### src/rtl/bbt_row_ram.sv
// bbt_row_ram: generic single-port-write, single-port-read synchronous ram
// registered read data; no dependencies

module bbt_row_ram #(
  parameter int WIDTH = 8,
  parameter int DEPTH = 16
) (
  input  logic                                    clk_i,
  input  logic                                    we_i,
  input  logic [(DEPTH > 1 ? $clog2(DEPTH) : 1)-1:0] waddr_i,
  input  logic [WIDTH-1:0]                        wdata_i,
  input  logic                                    re_i,
  input  logic [(DEPTH > 1 ? $clog2(DEPTH) : 1)-1:0] raddr_i,
  output logic [WIDTH-1:0]                        rdata_o
);

  logic [WIDTH-1:0] mem_q [DEPTH];

  always_ff @(posedge clk_i) begin
    if (we_i) mem_q[waddr_i] <= wdata_i;
  end

  always_ff @(posedge clk_i) begin
    if (re_i) rdata_o <= mem_q[raddr_i];
  end

endmodule

### config.mk
export PLATFORM = sky130hd
export DESIGN_NAME = bbt_row_ram
export DESIGN_NICKNAME = d
export VERILOG_FILES = /design/src/rtl/bbt_row_ram.sv
export SDC_FILE = /design/constraint.sdc
export NUM_CORES = 1
export LEC_CHECK = 0
export ABC_AREA = 1
export CAP_MARGIN = 20
export CORE_AREA = 2 2 112 114
export DETAILED_ROUTE_END_ITERATION = 16
export DIE_AREA = 0 0 114 116
export DONT_BUFFER_PORTS = 1
export PLACE_DENSITY = 0.66
export SYNTH_ARGS = -nofsm -noshare
export SYNTH_HDL_FRONTEND = slang
export SYNTH_SLANG_ARGS = --single-unit
### constraint.sdc
create_clock -name clk_i -period 1.2 [get_ports clk_i]
set_clock_uncertainty 0.1 [all_clocks]
set_input_delay 0.12 -clock clk_i [delete_from_list [all_inputs] [get_ports clk_i]]
set_output_delay 0.12 -clock clk_i [all_outputs]
set_load 0.05 [all_outputs]
==> results.toml, run 1 <==
[run_status]
outcome = "complete, but fails checks"
violations = "hold timing, setup timing"

[synth]
syn_nets = 570
synthCells = 551
synth.avg_cell_area_um2 = 10.6
synth-seq-cells = 136
synth_area_leaders = "edfxtp_1 (70%), nand2_1 (11%), nand3_1 (8.3%)"
synth_area_um2 = 5850
yosysSeqAreaShare = 0.698
yosysWarnings = 0
synth.distinct_cells = 11
yosys.area.top_type = "edfxtp_1"
synth_top_area_share = 0.698

[floorplan]
die_x_um = 114
rows = 40
die-area_um2 = 13200
start_util = 0.491
design.core.area_um2 = 11900
die_h_um = 116
ios = 27

[sta]
maxSlewViolCount = 0
hold_viol = 8
worstMarginPinSlew_ns = 0.763
max_freq_ghz = 0.758
timing.hold.ws_ns = -0.109
setup_viol = 5
finalWorstSetupSlack_ns = -0.119
rsz0062_at_grt = "yes"
period_share = 1.10
period_needed_ns = 1.32
maxSlewHeadroom = 0.490

[critical_path]
path_max_fanout = 1
arrival_ns = 1.10
crit_type = "register to primary output"
cp.required_ns = 0.98
end_kind = "primary output"
start_kind = "register"

[drt]
vias_per_cell = 5.22
num_vias = 3876
wire_per_inst_um = 18.1
drt_iter0_drc = 345
postRouteAntennaNets = 0
drc = 0
wl_mm = 13.4
firstDrtPassIters = 5

[cells_and_area]
antenna_cells = 0
nFillCells = 980
final_common_cell = "nand2_1"
drive_gt1_frac = 0.180
ff_latch_area_um2 = 4080
fin_area_um2 = 7010
final_cell_mix = "nand2_1 (164), edfxtp_1 (136), inv_1 (98)"
nets = 602
instances_no_fill = 742
multi_input_area_um2 = 1450
syn_to_final_growth_pct = 19.9

[global_route]
grt_pass1_vias = 3871
grt.overflow.total = 0
grt_max_degree = 66
grt_use_total = 0.219
grt_pass1_wl_mm = 21.0
antenna_found_initial = 0

[clock_tree]
clock_path_buffers = 2
post_cts.repair.setup_buffers = 0
cts_root_buffer = "clkbuf_16"
cts_tree = "done"
path_clk_slew_ns = 0.05
cts_buffers = 17
clock_latency_ns = 0.42
cts_max_level = 4
cts_sinks = 136
ctsHoldBuffers = 10

[worst_hold_path]
min_path_type = "input pin to register"

[pwr]
irDropWorstVdd_v = 0.000874
total_leakage_power_nw = 2.99
power_density_nw_per_um2 = 1590

[job]
max_cap_viol_count = 0

[placement]
place_area_um2 = 6090
finalWeightedCongestion = 0.837
io_buffers = 0
hpwl_mm = 7.96
pre_cts_slack_ns = -0.132
dp_cells = 701
## cells in the mapped netlist
master	n
nand2_1	173
edfxtp_1	136
inv_1	100
nand3_1	97
nor2_1	17
buf_2	13
buf_6	6
buf_4	4
inv_2	2
nand3b_1	2
buf_1	1
## through the flow
step                      hold slack [ns]  power [mW]  setup TNS (ns)   util
final                              -0.109        11.2          -0.335  0.588
after global routing              -0.0939        11.5          -0.727  0.588
after CTS                          -0.116        11.2          -0.386  0.575
after detailed placement            0.120        6.02          -0.790  0.511
after global placement              0.120        6.01          -0.730  0.511
after floorplan                     0.119        5.93               0      -
## worst paths after layout
path | depth (start not counted) | from | slack, ns | end
max | 0 | rdata_o[1] | -0.12 | rdata_o[1]
min | 3 | raddr_i[2] | -0.11 | rdata_o[7]
max reg2reg | 6 | mem_q[1][3] | -0.01 | rdata_o[3]
min reg2reg | 6 | mem_q[11][3] | 0.64 | rdata_o[3]
## final cells by class
type                            instances  area share
Sequential cell                       136       0.583
Multi-Input combinational cell        289       0.206
Clock buffer                           18      0.0612
Inverter                              102      0.0546
Timing Repair Buffer                   37      0.0494
Tap cell                              147      0.0262
Clock inverter                         13      0.0195
## cell families (layout without fill, tap and decap cells)
family / Yosys count / in the layout / synth area share
buffers and inverters: 126 / 170 / 0.0939
flip-flops: 136 / 136 / 0.698
AND/OR/NAND/NOR: 289 / 289 / 0.208
## report_power, final
| part | internal [mW] | switching (mW) |
|---|---|---|
| clock | 3.19 | 1.85 |
| combinational | 0.232 | 0.468 |
| sequential | 5.36 | 0.0641 |
| total | 8.78 | 2.38 |
## layer usage
metal  global-route usage  up-vias  part of all wire
li1                     -     1847                 -
met1                0.289     1870              0.44
met2                0.340      137              0.48
met3               0.0528       22             0.059
met4                0.118        0             0.025
met5                    0        -                 0
## state kept, by name, indices dropped and copies added (netlist names)
name and count:
rdata_o 8, mem_q 128
## what timing repair did
action                                 in CTS  in global routing
gates resized for setup                    20                 38
pin swaps                                   3                 27
setup endpoints to repair                  14                 16
endpoints found under the hold margin     144                  8
No activity file was read; power rests on OpenSTA's default activity.
==> run 2, diff against run 1 <==
Settings changed: CORE_AREA 2 2 112 114 to 2 2 133 135, DIE_AREA 0 0 114 116 to 0 0 135 137, PLACE_DENSITY 0.66 to unset, SLEW_MARGIN set to 10.
Clock period 1.2 ns to 1.3 ns, I/O delays scaled along.
==> results.toml, run 2 (synthesized netlist as in run 1, its figures left out) <==
[run_status]
outcome = "complete, but fails checks"
violations = "hold timing, setup timing"

[pwr]
irDropWorstVdd_v = 0.000938
finalPower_mw = 10.5
total_leakage_power_nw = 2.91
power_density_nw_per_um2 = 1520

[floorplan]
design.core.area_um2 = 17100
start_util = 0.343
rows = 48
die-area_um2 = 18500
die_h_um = 137
die_x_um = 135
ios = 27

[sta]
rsz0062_at_grt = "yes"
maxSlewHeadroom = 0.465
max_freq_ghz = 0.759
timing.hold.ws_ns = -0.0305
period_needed_ns = 1.32
maxSlewViolCount = 0
worstMarginPinSlew_ns = 0.800
finalWorstSetupSlack_ns = -0.0181
setup_viol = 5
period_share = 1.01
hold_viol = 3

[critical_path]
crit_start = "rdata_o[3]"
cp.required_ns = 1.07
reg2reg_to = "rdata_o[2]"
rr_worst_depth = 6
start_kind = "register"
critical_path_cell_count = 0
end_kind = "primary output"
path_max_fanout = 1
ff2ff_setup_slack_ns = 0.07
crit_type = "register to primary output"
arrival_ns = 1.09
crit_end = "rdata_o[3]"
r2r_start = "mem_q[4][2]"

[cells_and_area]
syn_to_final_growth_pct = 18.3
final_cell_mix = "nand2_1 (173), edfxtp_1 (136), inv_1 (100)"
fin_area_um2 = 6920
reg_top3 = "mem_q x128, rdata_o x8"
instances_no_fill = 819
final_common_cell = "nand2_1"
drive_gt1_frac = 0.0976
largest_reg_flops = 128
nFillCells = 1648
final_util = 0.406
nets = 601
antenna_cells = 0
top_register = "mem_q"

[drt]
dr.max_layer_used = "met4"
wl_met3_um = 751
wire_per_inst_um = 16.7
postRouteAntennaNets = 0
drc = 0
vias_per_cell = 4.64
num_vias = 3803
wl_met1_mm = 6.28
wl_mm = 13.7
drt_iter0_drc = 336
route.met2.wl_mm = 6.34
firstDrtPassIters = 5

[global_route]
grt_max_degree = 66
grt_use_total = 0.157
grt.overflow.total = 0
grt_pass1_wl_mm = 21.2
antenna_found_initial = 0
grt_pass1_vias = 3741

[clock_tree]
cts_max_level = 4
cts_tree = "done"
path_clk_slew_ns = 0.06
cts_buffers = 17
clock_latency_ns = 0.41
cts_sinks = 136
cts_root_buffer = "clkbuf_16"
clock_path_buffers = 2

[placement]
place_area_um2 = 6180
io_buffers = 0
finalWeightedCongestion = 0.820
hpwl_mm = 8.30
dp_cells = 776

[worst_hold_path]
min_path_type = "input pin to register"

[job]
max_cap_viol_count = 0
## run 2: worst min-delay path by stage
stage                          start          end  slack [ns]  cells past startpoint
after floorplan           wdata_i[0]  mem_q[0][0]        0.13                      0
after global placement    wdata_i[2]  mem_q[1][2]        0.13                      0
after detailed placement  wdata_i[2]  mem_q[1][2]        0.13                      0
after CTS                 raddr_i[2]   rdata_o[3]        -0.1                      3
after global routing      raddr_i[2]   rdata_o[1]       0.001                      3
final                     raddr_i[2]   rdata_o[3]       -0.03                      3
## run 2: stage by stage
step | setup TNS, ns | setup WS, ns
6_report | -0.0498 | -0.0181
5_1_grt | -0.224 | -0.0596
4_1_cts | -0.166 | -0.0547
3_5_place_dp | -0.387 | -0.0713
3_3_place_gp | -0.263 | -0.0651
2_1_floorplan | 0 | 0.119
## run 2: area by class of cell
type	count	area (um^2)	area share
inverters	102	383	0.0553
repair buffers	36	338	0.0488
multi-input cells	289	1220	0.177
well taps	225	282	0.0407
clock buffers	18	429	0.0620
flip-flops and latches	136	4080	0.590
clock inverters	13	180	0.0260
## run 2: power by group
group          internal (mW)  switching [mW]  leakage, nW
sequential              4.94          0.0885         1.24
clock                   3.18            1.76        0.292
combinational          0.181           0.378         1.38
total                   8.31            2.23         2.91
## run 2: repair_timing
| item | CTS | global route |
|---|---|---|
| setup endpoints to repair | 5 | 7 |
| endpoints found under the hold margin | 144 | 8 |
| hold buffers | 10 | 2 |
| resized for setup | 0 | 2 |
| setup buffers | 0 | 0 |
## run 2: per-layer routing
metal	vias up	track usage
li1	1838	-
met1	1822	0.209
met2	127	0.240
met3	16	0.0485
met4	0	0.0648
met5	-	0
==> run 3, diff against run 2 <==
Settings changed: ABC_AREA 1 to unset, CORE_AREA 2 2 133 135 to 2 2 126 128, CTS_BUF_LIST set to sky130_fd_sc_hd__clkbuf_8, DIE_AREA 0 0 135 137 to 0 0 128 130.
==> results.toml, run 3 <==
[synth]
yosysWarnings = 0
synth-seq-cells = 136
synth_area_um2 = 5230
synth.distinct_cells = 18
syn_nets = 248
synthCells = 229
yosys.area.top_type = "edfxtp_1"
synth_edf_count = 136
async_flop_share = 0
synth_flop_cell = "edfxtp_1"
synth_area_leaders = "edfxtp_1 (78%), mux4_2 (7.8%), mux4_1 (7.0%)"
ys_top_cells_by_count = "edfxtp_1 (136), mux4_2 (18), a22oi_1 (16), mux4_1 (14), nor2_1 (13)"
synth_top_area_share = 0.781
yosysSeqAreaShare = 0.781
synth.avg_cell_area_um2 = 22.8
yosysMostFrequentCell = "edfxtp_1"

[cells_and_area]
top_register = "mem_q"
nets = 293
largest_reg_flops = 128
reg_top3 = "mem_q x128, rdata_o x8"
drive_gt1_frac = 0.359
nFillCells = 1378
final_cell_mix = "edfxtp_1 (136), mux4_2 (32), buf_4 (22)"
syn_to_final_growth_pct = 17.8
final_common_cell = "edfxtp_1"

[clock_tree]
clock_path_buffers = 2
cts_tree = "done"
cts_sinks = 136
post_cts.repair.setup_buffers = 0
cts_root_buffer = "clkbuf_8"
path_clk_slew_ns = 0.08
cts_buffers = 17
cts_max_level = 4
clock_latency_ns = 0.43

[critical_path]
start_kind = "register"
critPathMaxStageDelay_ns = 0.51
crit_type = "register to register"
ff2ff_setup_slack_ns = -0.24
arrival_ns = 1.62
end_kind = "register"
slowest_stage = "mux4_2"
path_max_fanout = 1
cp_cell_sequence = "mux4_2 -> a22oi_2 -> nand2_1"
cp.required_ns = 1.38

[placement]
finalWeightedCongestion = 0.725
io_buffers = 0
hpwl_mm = 6.29

[job]
max_cap_viol_count = 0

[sta]
period_share = 1.18
rsz0062_at_grt = "yes"
maxSlewViolCount = 0
worstMarginPinSlew_ns = 0.895
maxSlewHeadroom = 0.401
setup_viol = 9
period_needed_ns = 1.54
hold_viol = 0
max_freq_ghz = 0.651
finalWorstSetupSlack_ns = -0.237
finalSetupTns_ns = -1.62

[drt]
vias_per_cell = 4.93
drt_iter0_drc = 299
num_vias = 2368
postRouteAntennaNets = 0
drc = 0
firstDrtPassIters = 4
wl_mm = 10.2
wire_per_inst_um = 21.3

[floorplan]
die-area_um2 = 16600
start_util = 0.339
ios = 27
design.core.area_um2 = 15400
die_h_um = 130
rows = 46
die_x_um = 128

[run_status]
violations = "setup timing"
outcome = "complete, but fails checks"

[global_route]
antenna_found_initial = 1
grt_max_degree = 33
grt_pass1_vias = 2574
grt.overflow.total = 0
grt_use_total = 0.135
grt_pass1_wl_mm = 15.5

[pwr]
irDropWorstVdd_v = 0.000669
total_leakage_power_nw = 1.95
finalPower_mw = 9.19
power_density_nw_per_um2 = 1490

[worst_hold_path]
min_path_type = "input pin to register"
run 3: cell types whose count changed in the layout (fill, tap and decap cells not counted), sizes merged, moves of 2 or more:
| cell | previous run | this run |
|---|---|---|
| nand2 | 173 | 9 |
| inv | 102 | 2 |
| nand3 | 97 | 1 |
| mux4 | 0 | 32 |
| a22oi | 0 | 16 |
| nor2 | 17 | 13 |
| nor3 | 0 | 4 |
| nand2b | 0 | 2 |
run 3: report_power, final:
group	leakage, nW	total, mW	switching [mW]	internal (mW)
Combinational	0.503	0.430	0.229	0.200
Clock	0.212	3.74	1.64	2.10
Sequential	1.24	5.02	0.0808	4.94
Total	1.95	9.19	1.95	7.23
run 3: cell type report:
cell class,instances,area [um^2],area share
clock buffer,17,234,0.0380
tap,192,240,0.0390
clock inverter,15,201,0.0327
antenna,1,2.50,0.000406
sequential,136,4080,0.663
multi-input combinational,83,1080,0.176
timing repair buffer,36,315,0.0512
run 3: cells by family (layout without fill, tap and decap cells):
family | after synthesis | count (layout) | share of synthesized area
compound gates | 16 | 16 | 0.0230
buf+inv | 10 | 68 | 0.0165
flops | 136 | 136 | 0.781
mux | 32 | 32 | 0.148
other cells | 0 | 1 | 0
simple gates | 35 | 35 | 0.0314
run 3: timing repair:
item | CTS | global route
resized for setup | 7 | 2
hold buffers | 11 | 2
setup endpoints to repair | 14 | 14
hold endpoints to repair | 175 | 5
pin swaps | 3 | 2
run 3: metal layers:
layer	vias up	routed length (um)	track usage
li1	1059	-	-
met1	1243	4680	0.178
met2	57	4780	0.200
met3	9	613	0.0570
met4	0	123	0.0511
met5	-	0	0
run 3: worst paths after layout:
| path | startpoint | end | cells after the start |
|---|---|---|---|
| worst max register to register | mem_q[6][5] | rdata_o[5] | 3 |
| worst min-delay path | raddr_i[1] | rdata_o[0] | 3 |
| worst min register to register | mem_q[14][2] | rdata_o[2] | 3 |
| worst max-delay path | mem_q[6][5] | rdata_o[5] | 3 |
run 3: critical path, delay by kind of cell (launching register included):
kind	cells	cell delay (ns)
flops	1	0.37
compound gates	1	0.20
simple gates	1	0.11
mux	1	0.51
run 3: stage by stage:
stage               hold WS, ns  instance area [um^2]  utilization  std cells  setup slack (ns)
floorplan                 0.129                  5250            -        229            -0.130
global placement          0.131                  5550        0.360        434            -0.284
detailed placement        0.130                  5550        0.360        434            -0.306
CTS                     -0.0481                  6130        0.397        477            -0.235
global route           0.000812                  6160        0.399        480            -0.262
finish                  0.00675                  6160        0.399        480            -0.237
