### src/rtl/bbt_pkg.sv
// bbt_pkg: types, sizes and pseudo-LRU tree functions of the banked target table
// used by bbt_way_sel and banked_branch_target_table_unit; depends on nothing

package bbt_pkg;

  localparam int WAYS            = 4;
  localparam int BANKS           = 2;
  localparam int SETS            = 64;
  localparam int FETCH_HALFWORDS = 16;

  localparam int BANK_SPAN = (FETCH_HALFWORDS / BANKS) < 1 ? 1 : (FETCH_HALFWORDS / BANKS);
  localparam int ROWS      = BANKS * SETS;

  localparam int BANK_W = BANKS > 1 ? $clog2(BANKS) : 1;
  localparam int SET_W  = SETS > 1 ? $clog2(SETS) : 1;
  localparam int ROW_W  = ROWS > 1 ? $clog2(ROWS) : 1;
  localparam int WAY_W  = WAYS > 1 ? $clog2(WAYS) : 1;
  localparam int PLRU_W = WAYS > 1 ? WAYS - 1 : 1;
  localparam int LVLS   = WAYS > 1 ? $clog2(WAYS) : 0;
  localparam int LEAVES = 1 << LVLS;

  localparam int TAG_W    = 32;
  localparam int ADDR_W   = 64;
  localparam int SHIFT_W  = 6;
  localparam int CFG_IDX_W = 1;

  // register indexes
  localparam logic [CFG_IDX_W-1:0] REG_PC_SHIFT = 1'd0;
  localparam logic [CFG_IDX_W-1:0] REG_TAG_BITS = 1'd1;

  typedef struct packed {
    logic [TAG_W-1:0]  tag;
    logic [ADDR_W-1:0] target;
  } way_data_t;

  typedef way_data_t [WAYS-1:0] data_row_t;

  typedef struct packed {
    logic [WAYS-1:0]   valid;
    logic [PLRU_W-1:0] plru;
  } meta_row_t;

  typedef struct packed {
    logic              hit;
    logic [WAY_W-1:0]  way;
    logic [WAYS-1:0]   valid_next;
    logic [PLRU_W-1:0] plru_next;
    logic [ADDR_W-1:0] target;
  } sel_t;

  // every node on the path of the way points away from it
  function automatic logic [PLRU_W-1:0] plru_touch(logic [PLRU_W-1:0] bits,
                                                    logic [WAY_W-1:0] way);
    logic [PLRU_W-1:0] b;
    int node;
    int parent;
    b = bits;
    node = LEAVES + int'(way);
    for (int l = 0; l < LVLS; l++) begin
      parent = node >> 1;
      b[parent-1] = ((node & 1) == 0);
      node = parent;
    end
    return b;
  endfunction

  // walk from the root; a right subtree with no real way is skipped
  function automatic logic [WAY_W-1:0] plru_victim(logic [PLRU_W-1:0] bits);
    int node;
    int child;
    int first;
    node = 1;
    for (int l = 0; l < LVLS; l++) begin
      child = 2 * node + int'(bits[node-1]);
      first = child << (LVLS - l - 1);
      if (first - LEAVES >= WAYS) child = 2 * node;
      node = child;
    end
    return WAY_W'(node - LEAVES);
  endfunction

endpackage

### src/rtl/bbt_way_sel.sv
// bbt_way_sel: tag compare, way choice and pseudo-LRU update for one table row
// depends on bbt_pkg

module bbt_way_sel (
  input  logic                       mode_i,
  input  logic [bbt_pkg::TAG_W-1:0]  tag_i,
  input  bbt_pkg::meta_row_t         meta_i,
  input  bbt_pkg::data_row_t         data_i,
  output bbt_pkg::sel_t              sel_o
);

  logic                       match;
  logic [bbt_pkg::WAY_W-1:0]  match_way;
  logic                       free;
  logic [bbt_pkg::WAY_W-1:0]  free_way;
  logic [bbt_pkg::WAY_W-1:0]  way;

  always_comb begin
    match     = 1'b0;
    match_way = '0;
    free      = 1'b0;
    free_way  = '0;
    for (int w = bbt_pkg::WAYS - 1; w >= 0; w--) begin
      if (meta_i.valid[w] && data_i[w].tag == tag_i) begin
        match     = 1'b1;
        match_way = bbt_pkg::WAY_W'(w);
      end
      if (!meta_i.valid[w]) begin
        free     = 1'b1;
        free_way = bbt_pkg::WAY_W'(w);
      end
    end

    if (match)        way = match_way;
    else if (free)    way = free_way;
    else              way = bbt_pkg::plru_victim(meta_i.plru);
    if (!mode_i) way = match_way;

    sel_o.hit        = match;
    sel_o.way        = way;
    sel_o.plru_next  = bbt_pkg::plru_touch(meta_i.plru, way);
    sel_o.valid_next = meta_i.valid;
    if (mode_i) sel_o.valid_next[way] = 1'b1;
    sel_o.target     = match ? data_i[match_way].target : '0;
  end

endmodule

### config.mk
export PLATFORM = sky130hd
export DESIGN_NAME = bbt_way_sel
export DESIGN_NICKNAME = d
export VERILOG_FILES = /design/src/rtl/bbt_pkg.sv /design/src/rtl/bbt_way_sel.sv
export SDC_FILE = /design/constraint.sdc
export NUM_CORES = 1
export LEC_CHECK = 0
export BUFFER_PORTS_ARGS = -buffer_cell sky130_fd_sc_hd__buf_4
export CELL_PAD_IN_SITES_DETAIL_PLACEMENT = 1
export CELL_PAD_IN_SITES_GLOBAL_PLACEMENT = 2
export CORE_AREA = 2 2 195 197
export DETAILED_ROUTE_END_ITERATION = 10
export DIE_AREA = 0 0 197 199
export GPL_ROUTABILITY_DRIVEN = 1
export PLACE_DENSITY = 0.7
export SETUP_SLACK_MARGIN = 0.4
export SLEW_MARGIN = 20
export SYNTH_ARGS = -nofsm -noshare
export SYNTH_HDL_FRONTEND = slang
export SYNTH_SLANG_ARGS = --single-unit
export TNS_END_PERCENT = 30
### constraint.sdc
create_clock -name vclk -period 2.3
set_input_delay 0.23 -clock vclk [all_inputs]
set_output_delay 0.23 -clock vclk [all_outputs]
set_load 0.01 [all_outputs]
==> metrics.txt, run 1 <==
status complete, but fails checks; violated checks setup timing; Vert. Die Dim between 150 and 200 µm; DRC Markers 0; classification of the worst setup path input port to output pin; post-synthesis area per instance 7.93 µm²; Crit path required time 2070 ps; worst hold path class input port to output pin; Max-slew headroom between 60% and 70%; leakage power ~4.5 nW; arrival time worst endpoint 2900 ps; post-route antenna net violation count 0; Yosys warnings 0; number of instances in the synthesized netlist 472; CP Capture Type output pin; power share of the combinational group between 90% and 100%; initial antenna violation count 4; syn_nets approximately 900; number of design-rule violations left by the first detailed-router iteration 180; placed insts ~1.5k; largest fanout on the critical path 8; Remaining Overflow, GRT 0; pin count of the biggest net entering global routing 30; share of power burned in registers 0%; transition at the pin with the smallest max-transition slack between 500 and 600 ps; horizontal die dimension 197 µm; total number of vias 6490; layout clock buffer count 0; Final GP Congestion around 0.85; total design power between 1 and 1.5 mW; internal power of the cells between 0.8 and 0.9 mW; via count of the first global-routing pass between 7k and 8k; most frequent standard cell in the layout excluding fill and tap cells sky130_fd_sc_hd__buf_4; count of sequential standard cells 0; min cycle time layout approximately 3100 ps; pwr/cell area approximately 140 nW/µm²; number of search-and-repair iterations in the first detailed-routing pass 4; non-filler cells in the finished layout 1555; Min Hold Slack 787 ps; Final TNS setup -52770 ps; layout cell share with drive strength beyond 1 roughly 73%; switching power as a share of total power about 42%; Critical Path Source Type input port; Finished Cell Area 10900 µm²; worst setup path startpoint tag_i[23]; Final Worst Setup Slack -826 ps; final period utilization 136%; slowest stage cell on the critical path sky130_fd_sc_hd__xnor2_1; Synth-to-Final Area Change 190%; Post-Route WL about 35000 µm; Peak VDD IR roughly 0.088 mV; power share of the clock group 0%; commonest non-fill, non-tap cells in the layout sky130_fd_sc_hd__buf_4, sky130_fd_sc_hd__xor2_1, sky130_fd_sc_hd__mux2i_1; Max stage delay on crit path between 300 and 400 ps; number of hold-slack violations in the final timing report 0; setup-violating endpoint count in the final report between 70 and 80; starting density of the core between 10% and 20%; area of combinational cells with multiple inputs around 4900 µm²; number of different library cells in the post-synthesis netlist 31; FILL cells ~4.3k; Top Ports between 400 and 500; number of standard-cell rows in the floorplan just over 70; post-DR wirelength/cell roughly 23 µm; Register Area 0 µm²; cell area after synthesis about 3700 µm²; count of nets after finishing between 1.5k and 2k; gr usage total 16.4%; Final Slew Violations 0; placed cell area 9770 µm²; core area around 37000 µm²; wire length of the first global-routing pass approximately 47000 µm; unrepaired setup endpoints after global routing yes; CP cell instances buf_6 > buf_4 > xnor2_1 > nand4b_1 > nor4b_1 > nand4_1 > o41ai_2 > a21oi_4 > buf_12 > buf_12 > buf_16 > buf_8 > mux2i_4 > o22ai_2 > buf_4; post-detail-place hpwl 31000 µm; fraction of the yosys area taken by sequential cells 0%; maximum clock frequency between 300 and 400 MHz; NetSw 0.628 mW; Hold Path Origin meta_i[2]; count of input and output buffers 498; Max-cap violations 0; detail-routed via count per cell approximately 4.2; Hold Buf Count CTS 0; die footprint 39200 µm²
## path summary, 6_finish.rpt
| path | to | slack, ps | cells past startpoint |
|---|---|---|---|
| max | sel_o[39] | -830 | 15 |
| min | sel_o[66] | 790 | 3 |
## cell families (layout without fill, tap and decap cells)
group,count (synthesis),count (layout),synth area share (%)
AOI/OAI and AO/OA,74,74,12.8
xor gates and xnor gates,128,128,29.9
buffers and inverters,32,635,5.11
muxes,131,131,35.1
other,0,6,0
and+or+nand+nor,107,107,17.1
## metrics by stage
step,utilization [%],setup slack (ps)
global route,29.2,-921
CTS,28.0,-909
global placement,26.3,-1210
floorplan,-,13.3
finish,29.3,-826
detailed placement,26.3,-1270
## cell usage after synthesis (2+ instances only)
cell	instances	area, µm²
sky130_fd_sc_hd__xnor2_1	42	368
sky130_fd_sc_hd__nor3_1	8	40.0
sky130_fd_sc_hd__clkbuf_1	8	30.0
sky130_fd_sc_hd__nand4_1	23	144
sky130_fd_sc_hd__nor4_1	38	238
sky130_fd_sc_hd__buf_4	3	22.5
sky130_fd_sc_hd__xor2_1	86	753
sky130_fd_sc_hd__a41o_1	2	20.0
sky130_fd_sc_hd__mux2_2	2	22.5
sky130_fd_sc_hd__nand4b_1	4	35.0
sky130_fd_sc_hd__o22ai_1	64	400
sky130_fd_sc_hd__nand3_1	6	30.0
sky130_fd_sc_hd__buf_6	6	67.6
sky130_fd_sc_hd__nor4b_1	4	35.0
sky130_fd_sc_hd__mux2i_1	129	1290
sky130_fd_sc_hd__a31o_2	2	17.5
sky130_fd_sc_hd__inv_1	2	7.51
sky130_fd_sc_hd__a21oi_1	3	15.0
sky130_fd_sc_hd__nor2b_1	2	12.5
sky130_fd_sc_hd__buf_2	12	60.1
sky130_fd_sc_hd__or4_1	2	15.0
sky130_fd_sc_hd__nand2_1	14	52.6
sky130_fd_sc_hd__and2_1	2	12.5
## power groups by stage
stage	Clock, mW	Sequential (mW)	Combinational [mW]
final	0.000000334	0	1.49
after global routing	0.000000175	0	1.58
after CTS	0	0	1.46
after detailed placement	0	0	1.37
after global placement	0	0	1.36
after floorplan	0	0	0.403
## worst max-delay path: cells and delay by family
family                 cells  cell delay [ps]
buffers and inverters      7              960
multiplexers               1              180
XOR/XNOR                   1              390
AO/OA/AOI/OAI              3              350
AND/OR/NAND/NOR            3              760
## layer usage
layer  part of all wire, %  global-route usage, %  up-vias
met2                    53                   30.9      349
met5                     0                      0        -
met3                   6.9                   3.05       41
met4                   3.5                   5.82        0
li1                      -                      -     3060
met1                    37                   18.3     3040
## cell type report
cell class,instances,area share (%)
multi-input cells,440,45.5
inverters,3,0.104
diodes,6,0.138
well taps,474,5.46
repair buffers,632,48.8
## repair_timing
item                                    in CTS  in global routing
endpoints found under the setup margin      74                 74
pin swaps                                   24                 25
gates resized for setup                    103                 47
gates cloned                                 0                  2
buffers inserted                             8                 12
Note: power is estimated with default switching activity, not from simulation.
==> run 2, diff against run 1 <==
--- a/config.mk
+++ b/config.mk
@@ -8,11 +8,11 @@
 export BUFFER_PORTS_ARGS = -buffer_cell sky130_fd_sc_hd__buf_4
 export CELL_PAD_IN_SITES_DETAIL_PLACEMENT = 1
 export CELL_PAD_IN_SITES_GLOBAL_PLACEMENT = 2
-export CORE_AREA = 2 2 195 197
+export CORE_AREA = 2 2 193 195
 export DETAILED_ROUTE_END_ITERATION = 10
-export DIE_AREA = 0 0 197 199
+export DIE_AREA = 0 0 195 197
 export GPL_ROUTABILITY_DRIVEN = 1
-export PLACE_DENSITY = 0.7
+export PLACE_DENSITY = 0.69
 export SETUP_SLACK_MARGIN = 0.4
 export SLEW_MARGIN = 20
 export SYNTH_ARGS = -nofsm -noshare
==> constraint.sdc (replaced) <==
create_clock -name vclk -period 3.3
set_input_delay 0.33 -clock vclk [all_inputs]
set_output_delay 0.33 -clock vclk [all_outputs]
set_load 0.01 [all_outputs]
==> run 2 against run 1 <==
Compared with the run above:
- the run still ends with setup timing left
- final cell count fell by 4.7%
- non-clock buffer count down 61
- sequential share of layout area did not move
- clock-buffer cell count is the same
- worst hold slack improved by 200 ps
- die area is 2.0% lower
==> metrics.txt, run 2 (synthesized netlist as in run 1, its figures left out) <==
number of standard-cell rows in the floorplan 70 (-1.4%); number of design-rule violations left by the first detailed-router iteration 173 (-3.9%); arrival time worst endpoint 3130 ps (+230 ps); Hold Buf Count CTS 0 (unchanged); internal power of the cells 0.507 mW (-41%); Synth-to-Final Area Change 151%; worst hold path class input port to output pin; commonest non-fill, non-tap cells in the layout sky130_fd_sc_hd__buf_4, sky130_fd_sc_hd__mux2i_1, sky130_fd_sc_hd__xor2_1; count of sequential standard cells 0 (unchanged); DRC Markers 0 (unchanged); number of hold-slack violations in the final timing report 0 (unchanged); total number of vias 6250 (-3.7%); gr usage total 15.9% (-0.44 points); Place WS -585 ps (+682 ps); violated checks setup timing; classification of the worst setup path input port to output pin; switching power as a share of total power 42.8% (+0.68 points); Register Area 0 µm² (unchanged); pin count of the biggest net entering global routing 33 (+10%); post-detail-place hpwl 28500 µm (-8.1%); maximum clock frequency approximately 290 MHz; non-filler cells in the finished layout 1482 (-4.7%); pwr/cell area 94.3 nW/µm² (-31%); final period utilization 105%; status complete, but fails checks; Max-cap violations 0 (unchanged); layout cell share with drive strength beyond 1 61.9% (-11 points); Final GP Congestion 0.880 (+4.0%); count of input and output buffers 498 (unchanged); Crit path required time 2970 ps (+900 ps); post-DR wirelength/cell 22.8 µm (+0.18%); Remaining Overflow, GRT 0 (unchanged); unrepaired setup endpoints after global routing yes; min cycle time layout between 3000 and 4000 ps; # diodes 0 (-6); Post-Route WL 33800 µm (-4.5%); post-route antenna net violation count 0 (unchanged); number of search-and-repair iterations in the first detailed-routing pass 4 (unchanged); die footprint 38400 µm² (-2.0%); Vert. Die Dim 197 µm (-1.0%); placed cell area 8400 µm² (-14%); wire length of the first global-routing pass 45400 µm (-4.1%); initial antenna violation count 2 (-2); starting density of the core 10.3% (+0.24 points); area of combinational cells with multiple inputs 3960 µm² (-20%); setup-violating endpoint count in the final report 56 (-24%); NetSw 0.380 mW (-40%); Critical Path Source Type input port; Peak VDD IR 0.0567 mV (-35%); Top Ports 498 (unchanged); horizontal die dimension 195 µm (-1.0%); CP Capture Type output pin; placed insts 1454 (-4.8%); power share of the combinational group 100.0% (about the same); leakage power 4.04 nW (-10%); Finished Cell Area 9410 µm² (-13%); Max-slew headroom 53.1% (-8.4 points); via count of the first global-routing pass 6643 (-6.9%); largest fanout on the critical path 7 (-1); layout clock buffer count 0 (unchanged); core area 36300 µm² (-2.4%); transition at the pin with the smallest max-transition slack 701 ps (+126 ps); Final Worst Setup Slack -157 ps (+669 ps); FILL cells 4316 (-0.023%); detail-routed via count per cell 4.22 (+1.0%); most frequent standard cell in the layout excluding fill and tap cells sky130_fd_sc_hd__buf_4; power share of the clock group 0% (unchanged); Final Slew Violations 0 (unchanged); share of power burned in registers 0% (unchanged); count of nets after finishing 1440 (-4.1%)
-- run 2: timing repair --
item	4_1_cts	5_1_grt
gates resized for setup	52	55
endpoints found under the setup margin	73	73
gates cloned	5	5
setup buffers	16	2
pin swaps	40	36
-- run 2: per-layer routing --
layer / part of all wire, % / track usage (%) / wire (µm) / vias to the layer above
met3: 8.1 / 3.78 / 2730 / 39
li1: - / - / - / 2920
met2: 50 / 28.7 / 17000 / 322
met5: 0.080 / 0 / 27 / -
met4: 2.0 / 2.91 / 666 / 4
met1: 40 / 19.4 / 13400 / 2965
-- run 2: final cells by class --
type,count,area share [%]
inverters,3,0.120
multi-input cells,440,42.1
well taps,468,6.23
repair buffers,571,51.6
-- run 2: worst paths after layout --
path	startpoint	end	slack, ps	cells past startpoint
min	meta_i[1]	sel_o[65]	980	3
max	tag_i[11]	sel_o[12]	-160	14
-- run 2: worst max-delay path: stages --
cell and delay, ps:
sky130_fd_sc_hd__buf_4 170, sky130_fd_sc_hd__xor2_2 200, sky130_fd_sc_hd__nor4_2 290, sky130_fd_sc_hd__nand4_1 210
sky130_fd_sc_hd__nor3_4 340, sky130_fd_sc_hd__nand4_1 290, sky130_fd_sc_hd__a21oi_4 220, sky130_fd_sc_hd__buf_12 140
sky130_fd_sc_hd__buf_12 130, sky130_fd_sc_hd__buf_12 130, sky130_fd_sc_hd__buf_16 140, sky130_fd_sc_hd__mux2i_1 210
sky130_fd_sc_hd__o22ai_1 130, sky130_fd_sc_hd__buf_4 170
-- run 2: through the flow --
step	power [mW]	hold slack (ps)	setup TNS (ps)	util [%]
after detailed placement	0.817	987	-29260	23.2
after global routing	0.944	999	-7190	25.9
after floorplan	0.236	763	0	-
final	0.887	985	-2640	25.9
after CTS	0.850	989	-22.5	24.8
after global placement	0.809	989	-30090	23.2
-- run 2: power by group through the flow --
stage	clock, mW	combinational, mW	sequential, mW
2_1_floorplan	0	0.236	0
3_3_place_gp	0	0.809	0
3_5_place_dp	0	0.817	0
4_1_cts	0	0.850	0
5_1_grt	0	0.944	0
6_report	0	0.887	0
